**config.mk**
```make
export PLATFORM = sky130hd
export DESIGN_NAME = blfs_ctrl
export DESIGN_NICKNAME = d
export VERILOG_FILES = /design/src/sv/blfs_pkg.sv /design/src/sv/blfs_ctrl.sv
export VERILOG_INCLUDE_DIRS = /design/src /design/src/sv
export SDC_FILE = /design/constraint.sdc
export NUM_CORES = 1
export LEC_CHECK = 0
export BUFFER_PORTS_ARGS = -buffer_cell sky130_fd_sc_hd__buf_2
export CAP_MARGIN = 0
export CELL_PAD_IN_SITES_DETAIL_PLACEMENT = 1
export CELL_PAD_IN_SITES_GLOBAL_PLACEMENT = 2
export CORE_AREA = 4 4 41 43
export CTS_CLUSTER_DIAMETER = 40
export DETAILED_ROUTE_END_ITERATION = 16
export DIE_AREA = 0 0 45 47
export PLACE_DENSITY_LB_ADDON = 0.1
export SYNTH_ARGS = -nofsm -noshare
export SYNTH_HDL_FRONTEND = slang
export SYNTH_SLANG_ARGS = --single-unit
```
**constraint.sdc**
```tcl
create_clock -name clk -period 0.8 [get_ports clk]
set_input_delay 0.04 -clock clk [delete_from_list [all_inputs] [get_ports clk]]
set_output_delay 0.04 -clock clk [all_outputs]
set_load 0.02 [all_outputs]
```
**src/sv/assert_macros.svh**
```systemverilog
// shared assertion macros, clocked on clk and quiet during reset
`ifndef ASSERT_MACROS_SVH
`define ASSERT_MACROS_SVH

// whenever ante holds in a cycle, cons holds in the same cycle
`define ASSERT_SAME(label, ante, cons, msg) \
    label: assert property (@(posedge clk) disable iff (!rst_n) (ante) |-> (cons)) \
        else $error(msg);

// whenever ante holds in a cycle, cons holds in the next cycle
`define ASSERT_NEXT(label, ante, cons, msg) \
    label: assert property (@(posedge clk) disable iff (!rst_n) (ante) |=> (cons)) \
        else $error(msg);

`endif

```
**src/sv/blfs_pkg.sv**
```systemverilog
`default_nettype none

package blfs_pkg;

    // fixed field widths
    localparam int WordW   = 64;
    localparam int OpW     = 3;
    localparam int PosW    = 6;
    localparam int CountW  = 7;
    localparam int StatusW = 2;
    localparam int InDataW  = 72;
    localparam int OutDataW = 72;

    // build defaults
    localparam int DefDepth = 64;
    localparam logic [CountW-1:0] CapacityReset = 7'd64;

    // operation codes
    localparam logic [OpW-1:0] OP_PUSH = 3'd0;
    localparam logic [OpW-1:0] OP_POP  = 3'd1;
    localparam logic [OpW-1:0] OP_TOP  = 3'd2;
    localparam logic [OpW-1:0] OP_GET  = 3'd3;
    localparam logic [OpW-1:0] OP_PICK = 3'd4;

    // status codes
    localparam logic [StatusW-1:0] ST_OK    = 2'd0;
    localparam logic [StatusW-1:0] ST_EMPTY = 2'd1;
    localparam logic [StatusW-1:0] ST_FULL  = 2'd2;
    localparam logic [StatusW-1:0] ST_RANGE = 2'd3;

    // controller states
    typedef enum logic [1:0] {
        ST_IDLE,
        ST_EXEC,
        ST_FINISH
    } state_t;

    // controller to datapath commands
    typedef struct packed {
        logic load_in;
        logic exec;
        logic load_out;
    } cmd_t;

    // datapath to controller status
    typedef struct packed {
        logic out_valid;
    } stat_t;

endpackage

`default_nettype wire

```
**src/sv/blfs_ctrl.sv**
```systemverilog
`default_nettype none

module blfs_ctrl (
    input  wire logic          clk,
    input  wire logic          rst_n,
    input  wire logic          s_tvalid,
    output logic               s_tready,
    input  wire logic          m_tready,
    input  wire blfs_pkg::stat_t stat,
    output blfs_pkg::cmd_t     cmd
);

    `include "assert_macros.svh"

    blfs_pkg::state_t state_reg;
    blfs_pkg::state_t state_next;

    // state register
    always_ff @(posedge clk or negedge rst_n)
    begin
        if (!rst_n)
        begin
            state_reg <= blfs_pkg::ST_IDLE;
        end
        else
        begin
            state_reg <= state_next;
        end
    end

    // next state and commands
    always_comb
    begin
        state_next   = state_reg;
        s_tready     = 1'b0;
        cmd.load_in  = 1'b0;
        cmd.exec     = 1'b0;
        cmd.load_out = 1'b0;
        case (state_reg)
            blfs_pkg::ST_IDLE:
            begin
                s_tready = 1'b1;
                if (s_tvalid)
                begin
                    cmd.load_in = 1'b1;
                    state_next  = blfs_pkg::ST_EXEC;
                end
            end
            blfs_pkg::ST_EXEC:
            begin
                cmd.exec   = 1'b1;
                state_next = blfs_pkg::ST_FINISH;
            end
            blfs_pkg::ST_FINISH:
            begin
                // move the result once the output register is free
                if (!stat.out_valid || m_tready)
                begin
                    cmd.load_out = 1'b1;
                    state_next   = blfs_pkg::ST_IDLE;
                end
            end
            default:
            begin
                state_next = blfs_pkg::ST_IDLE;
            end
        endcase
    end

    `ASSERT_NEXT(a_accept_then_exec, s_tvalid && s_tready, cmd.exec, "accepted request not executed")
    `ASSERT_SAME(a_no_accept_busy, cmd.exec || cmd.load_out, !s_tready, "request accepted while busy")

endmodule

`default_nettype wire

```
==> impl_metrics.yaml, run 1 <==
run_status:
  status: "complete, but fails checks"
  violations: "negative setup slack"
placement:
  io_buffers: 8
  hpwl_um: 238
  post-place-ws_ns: -0.111
  gp_congestion: 0.564
route:
  vias: 121
  avgRoutedWirePerCell_um: 8.55
  drt_iter0_markers: 0
  via_per_inst: 3.18
  postRouteAntennaNets: 0
  routed_wl_um: 325
  drc: 0
  firstDrtPassIters: 1
setup_path:
  criticalPathCategory: "reg -> out"
  crit_start: "state_reg[0]"
  slowest_stage: "dfrtp_1"
  cp.depth: 3
  startpoint_type: "flip-flop"
  cp.arrival_ns: 1.04
  setup.worst_path.end: "cmd[0]"
  r2r_cells: 2
  regToRegEndpoint: "state_reg[1]"
  slowest_delay_ns: 0.41
  worstPathRequired_ns: 0.76
  crit_chain: "nand2b_4 -> nor2b_4 -> buf_6"
  critPathTopFamily: "flip-flops"
  r2r-start: "state_reg[0]"
  path_buf_inv: 1
  cp_max_fo: 3
  reg2reg_slack_ns: -0.05
  cp-end-kind: "output pin"
clocking:
  clock_latency_ns: 0.22
  cts-root-buf: "clkbuf_4"
  cts_max_path_buffers: 2
  cts_buffers: 3
  cts_sinks: 2
  cts_max_level: 1
  cts_tree: "done"
  path_clk_slew_ns: 0.03
grt:
  grt_pass1_vias: 117
  overflow: 0
  grt_max_degree: 4
  use_met1: 0.0341
  grt_antenna_before_repair: 0
  grt_first_pass_wirelength_um: 448
  met3_usage: 0.0230
  top_usage_layer: "met4"
  use_met2: 0.0424
  grt_usage: 0.0379
sta:
  fin_crit_sh: 1.34
  max-slew-margin-rel: 0.897
  fmax_mhz: 930
  grt_setup_unrepaired: "yes"
  setup_ws_ns: -0.276
  finClkSkew_ns: 0.00292
  worst_pin_slew_ns: 0.155
  fin_crit_ns: 1.08
  fin_tns_setup_ns: -1.00
  finalMaxSlewViolations: 0
  setup_violations: 5
  finalHoldViolCount: 0
layout:
  fill_cells: 161
  num_antenna_cells: 0
  largest_reg_flops: 2
  nNetsFinal: 30
  drive_gt1_frac: 0.826
  syn_to_final_growth_pct: 158
power:
  max-vdd-ir-drop_v: 0.00101
  p_per_area_nw_per_um2: 2840
  p_leak_nw: 0.126
logic_synthesis:
  ys_seq_area_frac: 0.482
  syn_nets: 15
  synth_area_um2: 104
  avgSynthCellArea_um2: 10.4
  ys_ff_latch: 2
  synth_cell_types: 7
  synth_warnings: 0
  netlist_instances: 10
floorplan:
  die_area_um2: 2120
  coreArea_um2: 1300
  die_w_um: 45
  start_util: 0.0798
  ios: 9
  row_count: 13
  die_h_um: 47
worst_hold_path:
  hp-class: "in -> reg"
run:
  max-cap-violations: 0
==> cells by family after synthesis <==
logic type,count (synthesis),synth area share
flops,2,0.482
simple gates,7,0.446
compound gates,1,0.0723
==> worst min path at each step <==
stage	from	endpoint	slack, ns	cells after the start
2_1_floorplan	rst_n	state_reg[0]	-0.26	0
5_1_grt	s_tvalid	state_reg[0]	0.04	2
3_3_place_gp	rst_n	state_reg[1]	-0.18	1
3_5_place_dp	rst_n	state_reg[1]	-0.17	1
6_report	s_tvalid	state_reg[0]	0.05	2
4_1_cts	s_tvalid	state_reg[0]	0.05	2
==> routing by layer <==
layer / part of all wire / vias to the layer above
li1: - / 59
met1: 0.39 / 56
met2: 0.53 / 6
met3: 0.077 / 0
met4: 0 / 0
met5: 0 / -
==> layout by cell type (no fill, tap or decap) <==
cell | synthesis | final
and2_1 | 2 | 1
nand2b_4 | 0 | 1
nor2_4 | 0 | 1
o21bai_4 | 0 | 1
clkbuf_4 | 0 | 3
nand2b_1 | 2 | 1
buf_2 | 0 | 4
buf_6 | 0 | 4
and2_4 | 0 | 1
dfrtp_1 | 2 | 1
buf_4 | 0 | 1
dlygate4sd3_1 | 0 | 1
dfrtp_2 | 0 | 1
nor2b_4 | 0 | 2
==> what timing repair did <==
action                                  4_1_cts  5_1_grt
hold buffers                                  1        0
gates resized for setup                       8        3
endpoints found under the hold margin         2        0
endpoints found under the setup margin        5        5
setup buffers                                 0        1
==> report_power, final <==
group / internal [W] / leakage [nW] / total [W] / switching (W)
Combinational: 0.000215 / 0.0881 / 0.000364 / 0.000150
Sequential: 0.000128 / 0.0243 / 0.000171 / 0.0000432
Clock: 0.000166 / 0.0138 / 0.000225 / 0.0000592
==> per-stage QoR <==
step / hold WS (ns) / cell area (um2) / power (W) / utilization / std cells
finish: 0.0514 / 268 / 0.000760 / 0.206 / 38
global route: 0.0442 / 268 / 0.000823 / 0.206 / 38
CTS: 0.0466 / 241 / 0.000708 / 0.186 / 37
detailed placement: -0.175 / 183 / 0.000395 / 0.140 / 33
global placement: -0.175 / 183 / 0.000395 / 0.140 / 33
floorplan: -0.256 / 124 / 0.000325 / - / 10
==> cell type report <==
class / instances / area (um2) / area share
multi-input combinational: 8 / 92.6 / 0.346
timing repair buffer: 10 / 82.6 / 0.308
sequential: 2 / 51.3 / 0.192
clock buffer: 3 / 22.5 / 0.0841
tap: 15 / 18.8 / 0.0701
==> synth_stat cells <==
cell type | count | area share
and2_1 | 2 | 0.12
dfrtp_1 | 2 | 0.48
nand2b_1 | 2 | 0.12
nor2_2 | 1 | 0.060
nor2b_1 | 1 | 0.060
nor2b_2 | 1 | 0.084
o21bai_1 | 1 | 0.072
(Power assumes the default switching activity.)
==> run 2: changes to the inputs <==
CTS_CLUSTER_SIZE = 40   (was not set)
REMOVE_ABC_BUFFERS = 1   (was not set)
==> run 2 against run 1 <==
The run still ends with negative setup slack left; first-iteration DRC count stayed put; cell count decreased by 2.6%; clock power is essentially flat; hold slack worse by 0.012 ns; highest routed layer unchanged.
==> impl_metrics.yaml, run 2 (synthesis gave the netlist of run 1 again) <==
clocking:
  cts_sinks: 2
  cts_max_level: 1
  path_clk_slew_ns: 0.03
  clock_latency_ns: 0.22
  cts_max_path_buffers: 2
  cts_tree: "done"
  cts-root-buf: "clkbuf_4"
  cts_buffers: 3
sta:
  worst_pin_slew_ns: 0.130
  whs_ns: 0.0393
  fmax_mhz: 931
  finalMaxSlewViolations: 0
  fin_tns_setup_ns: -0.910
  max-slew-margin-rel: 0.913
  fin_crit_sh: 1.34
  fin_crit_ns: 1.07
  setup_ws_ns: -0.274
  setup_violations: 5
  grt_setup_unrepaired: "yes"
  finClkSkew_ns: 0.000238
  finalHoldViolCount: 0
placement:
  gp_congestion: 0.555
  io_buffers: 8
run:
  max-cap-violations: 0
floorplan:
  coreArea_um2: 1300
  die_area_um2: 2120
  row_count: 13
  die_w_um: 45
  ios: 9
  start_util: 0.0798
  die_h_um: 47
setup_path:
  cp-end-kind: "output pin"
  crit_chain: "nor2_2 -> and2_1 -> buf_6"
  critPathTopFamily: "flip-flops"
  path_buf_inv: 1
  cp_max_fo: 3
  startpoint_type: "flip-flop"
  criticalPathCategory: "reg -> out"
  slowest_stage: "dfrtp_2"
  worstPathRequired_ns: 0.76
  slowest_delay_ns: 0.43
  cp.arrival_ns: 1.03
route:
  vias: 108
  drc: 0
  via_per_inst: 2.92
  postRouteAntennaNets: 0
  firstDrtPassIters: 1
  routed_wl_um: 314
  drt_iter0_markers: 0
  avgRoutedWirePerCell_um: 8.49
grt:
  grt_pass1_vias: 119
  grt_usage: 0.0363
  grt_first_pass_wirelength_um: 407
  grt_max_degree: 4
  overflow: 0
  grt_antenna_before_repair: 0
layout:
  syn_to_final_growth_pct: 111
  largest_reg_flops: 2
  drive_gt1_frac: 0.682
  nNetsFinal: 29
  final_cell_mix: "buf_2 (5), clkbuf_4 (3), and2_1 (2), buf_6 (2)"
  num_antenna_cells: 0
  fill_cells: 150
  final_common_cell: "buf_2"
power:
  p_leak_nw: 0.102
  p_per_area_nw_per_um2: 2850
  max-vdd-ir-drop_v: 0.000830
run_status:
  violations: "negative setup slack"
  status: "complete, but fails checks"
worst_hold_path:
  hp-class: "in -> reg"
## run 2: area by class of cell
class                           count  area (um2)  area share
Timing Repair Buffer                9        65.1       0.297
Multi-Input combinational cell      8        61.3       0.280
Sequential cell                     2        51.3       0.234
Clock buffer                        3        22.5       0.103
Tap cell                           15        18.8      0.0857
## run 2: per-layer routing
layer / up-vias / share of wire / track usage
met2: 5 / 0.54 / 0.0480
met3: 0 / 0.11 / 0.0153
met4: 0 / 0 / 0.0877
met5: - / 0 / 0
met1: 48 / 0.34 / 0.0227
li1: 55 / - / -
## run 2: path summary, 6_finish.rpt
check                                  start           end  slack (ns)  cells past startpoint
worst max-delay path            state_reg[1]        cmd[2]       -0.27                      3
min in group asynchronous              rst_n  state_reg[1]        0.13                      2
max in group asynchronous              rst_n  state_reg[1]        0.57                      2
worst min-delay path                s_tvalid  state_reg[0]        0.04                      2
worst max register to register  state_reg[0]  state_reg[1]       -0.04                      2
worst min register to register  state_reg[0]  state_reg[1]        0.60                      2
## run 2: power by group
group          total, W  switching, W  internal (W)  leakage, nW
combinational  0.000243      0.000119      0.000124       0.0636
sequential     0.000158     0.0000307      0.000128       0.0243
clock          0.000222     0.0000568      0.000165       0.0138
## run 2: stage by stage
step / setup slack, ns / instance area, um2 / power, W / utilization / cells
4_1_cts: -0.288 / 215 / 0.000642 / 0.165 / 37
2_1_floorplan: -0.159 / 104 / 0.000274 / - / 10
3_3_place_gp: -0.0542 / 163 / 0.000346 / 0.125 / 33
3_5_place_dp: -0.0607 / 163 / 0.000348 / 0.125 / 33
6_report: -0.274 / 219 / 0.000623 / 0.168 / 37
5_1_grt: -0.338 / 219 / 0.000669 / 0.168 / 37
## run 2: what timing repair did
action                                  CTS  global route
endpoints found under the setup margin    5             5
hold buffers                              1             0
resized for setup                         6             1
endpoints found under the hold margin     2             0
pin swaps                                 2             0
setup buffers                             0             0
==> run 3: changes to the inputs <==
CAP_MARGIN = not set   (was 0)
CELL_PAD_IN_SITES_DETAIL_PLACEMENT = not set   (was 1)
CELL_PAD_IN_SITES_GLOBAL_PLACEMENT = not set   (was 2)
PLACE_DENSITY_LB_ADDON = not set   (was 0.1)
==> run 3 against run 2 <==
The flow still finishes with violations (negative setup slack); sequential power fell by 8%; setup slack improved by 0.00079 ns; cell count rose by 2.7%; sequential cell count did not move; critical path depth rose by 1; global-route usage fell by 0.079 points; critical endpoint is now cmd[0]; power rose by 3.8%; via count rose by 7.4%; clock power barely moved; critical path type unchanged; clock skew barely moved.
==> impl_metrics.yaml, run 3 (synthesis gave the netlist of run 1 again) <==
layout:
  final_common_cell: "buf_2"
  nNetsFinal: 30
  num_antenna_cells: 0
  fill_cells: 152
  largest_reg_flops: 2
  fin_util: 0.175
  postLayoutCellArea_um2: 228
  syn_to_final_growth_pct: 119
  final_cell_mix: "buf_2 (5), clkbuf_4 (3), buf_4 (2), buf_6 (2), dfrtp_1 (2)"
  drive_gt1_frac: 0.696
grt:
  grt_usage: 0.0355
  grt_max_degree: 4
  grt_antenna_before_repair: 0
  overflow: 0
  grt_first_pass_wirelength_um: 441
  grt_pass1_vias: 116
clocking:
  path_clk_slew_ns: 0.03
  cts_buffers: 3
  cts_tree: "done"
  cts_sinks: 2
  clock_latency_ns: 0.22
  cts-root-buf: "clkbuf_4"
  cts_max_level: 1
  cts_max_path_buffers: 2
setup_path:
  regToRegEndpoint: "state_reg[1]"
  startpoint_type: "flip-flop"
  critPathTopFamily: "flip-flops"
  r2r-start: "state_reg[0]"
  slowest_stage: "dfrtp_1"
  worstPathRequired_ns: 0.76
  crit_start: "state_reg[1]"
  cp-end-kind: "output pin"
  setup.worst_path.end: "cmd[0]"
  r2r_cells: 2
  cp.depth: 4
  reg2reg_slack_ns: -0.03
  cp.arrival_ns: 1.03
  cp_common_cell: "buf_4"
  cp_max_fo: 3
  criticalPathCategory: "reg -> out"
  slowest_delay_ns: 0.38
  crit_chain: "buf_4 -> nand2b_4 -> nor2b_1 -> buf_4"
  path_buf_inv: 2
route:
  avgRoutedWirePerCell_um: 7.13
  postRouteAntennaNets: 0
  firstDrtPassIters: 2
  vias: 116
  via_per_inst: 3.05
  drt_iter0_markers: 3
  drc: 0
  routed_wl_um: 271
sta:
  whs_ns: 0.0435
  setup_violations: 5
  finalMaxSlewViolations: 0
  finClkSkew_ns: 0.000515
  max-slew-margin-rel: 0.907
  grt_setup_unrepaired: "yes"
  fin_tns_setup_ns: -0.911
  finalHoldViolCount: 0
  fin_crit_sh: 1.34
  setup_ws_ns: -0.273
  fin_crit_ns: 1.07
  worst_pin_slew_ns: 0.139
  fmax_mhz: 932
placement:
  post-place-ws_ns: -0.0528
  placed_cell_area_um2: 163
  io_buffers: 8
  gp_congestion: 0.628
power:
  power.internal_w: 0.000438
  power_switching_w: 0.000209
  pwr-share-seq: 0.226
  p_per_area_nw_per_um2: 2840
  max-vdd-ir-drop_v: 0.00112
  p_leak_nw: 0.110
  netSwitchingFraction: 0.323
  combPwrFrac: 0.434
  power_frac_clock: 0.341
floorplan:
  die_h_um: 47
  start_util: 0.0798
  coreArea_um2: 1300
  ios: 9
  die_area_um2: 2120
  row_count: 13
  die_w_um: 45
run:
  max-cap-violations: 0
run_status:
  violations: "negative setup slack"
  status: "complete, but fails checks"
worst_hold_path:
  hp-class: "in -> reg"
-- run 3: changes by cell type in the layout (fill, tap and decap cells not counted) --
cell and delta:
and2_1 -1, dfrtp_1 +1, buf_4 +1, dfrtp_2 -1
and2_4 +1
-- run 3: routing by layer --
metal | routed length, um | part of all wire | track usage | vias to the layer above
li1 | - | - | - | 58
met1 | 121 | 0.45 | 0.0318 | 49
met2 | 89 | 0.33 | 0.0282 | 9
met3 | 60 | 0.22 | 0.0460 | 0
met4 | 0 | 0 | 0.0526 | 0
met5 | 0 | 0 | 0 | -
-- run 3: timing repair --
item,CTS,global route
endpoints found under the hold margin,2,0
setup buffers,0,1
gates resized for setup,4,3
hold buffers,1,0
gates cloned,0,0
pin swaps,1,1
setup endpoints to repair,5,5
-- run 3: worst min-delay path by stage --
stage,start,to,slack [ns],cells after the start
after floorplan,rst_n,state_reg[0],-0.26,0
after global placement,rst_n,state_reg[0],-0.18,1
after detailed placement,rst_n,state_reg[0],-0.17,1
after CTS,s_tvalid,state_reg[0],0.04,2
after global routing,s_tvalid,state_reg[0],0.05,2
final,s_tvalid,state_reg[0],0.04,2
-- run 3: layout make-up --
type / instances / area, um2 / share of cell area
Clock buffer: 3 / 22.5 / 0.0989
Tap cell: 15 / 18.8 / 0.0824
Multi-Input combinational cell: 8 / 63.8 / 0.280
Sequential cell: 2 / 50.0 / 0.220
Timing Repair Buffer: 10 / 72.6 / 0.319
-- run 3: power by group through the flow --
stage / Clock [W] / Combinational (W) / Sequential (W)
2_1_floorplan: 0 / 0.000130 / 0.000144
3_3_place_gp: 0 / 0.000193 / 0.000146
4_1_cts: 0.000229 / 0.000226 / 0.000146
6_report: 0.000220 / 0.000281 / 0.000146
3_5_place_dp: 0 / 0.000195 / 0.000147
5_1_grt: 0.000248 / 0.000299 / 0.000149
-- run 3: through the flow --
step	power, W	instances
2_1_floorplan	0.000274	10
3_3_place_gp	0.000339	33
3_5_place_dp	0.000342	33
4_1_cts	0.000601	37
5_1_grt	0.000696	38
6_report	0.000647	38
-- run 3: worst register-to-register path, stage by stage, from the launching register on --
cell and delay, ns:
dfrtp_1 0.38, nor2b_2 0.17, o21bai_1 0.16
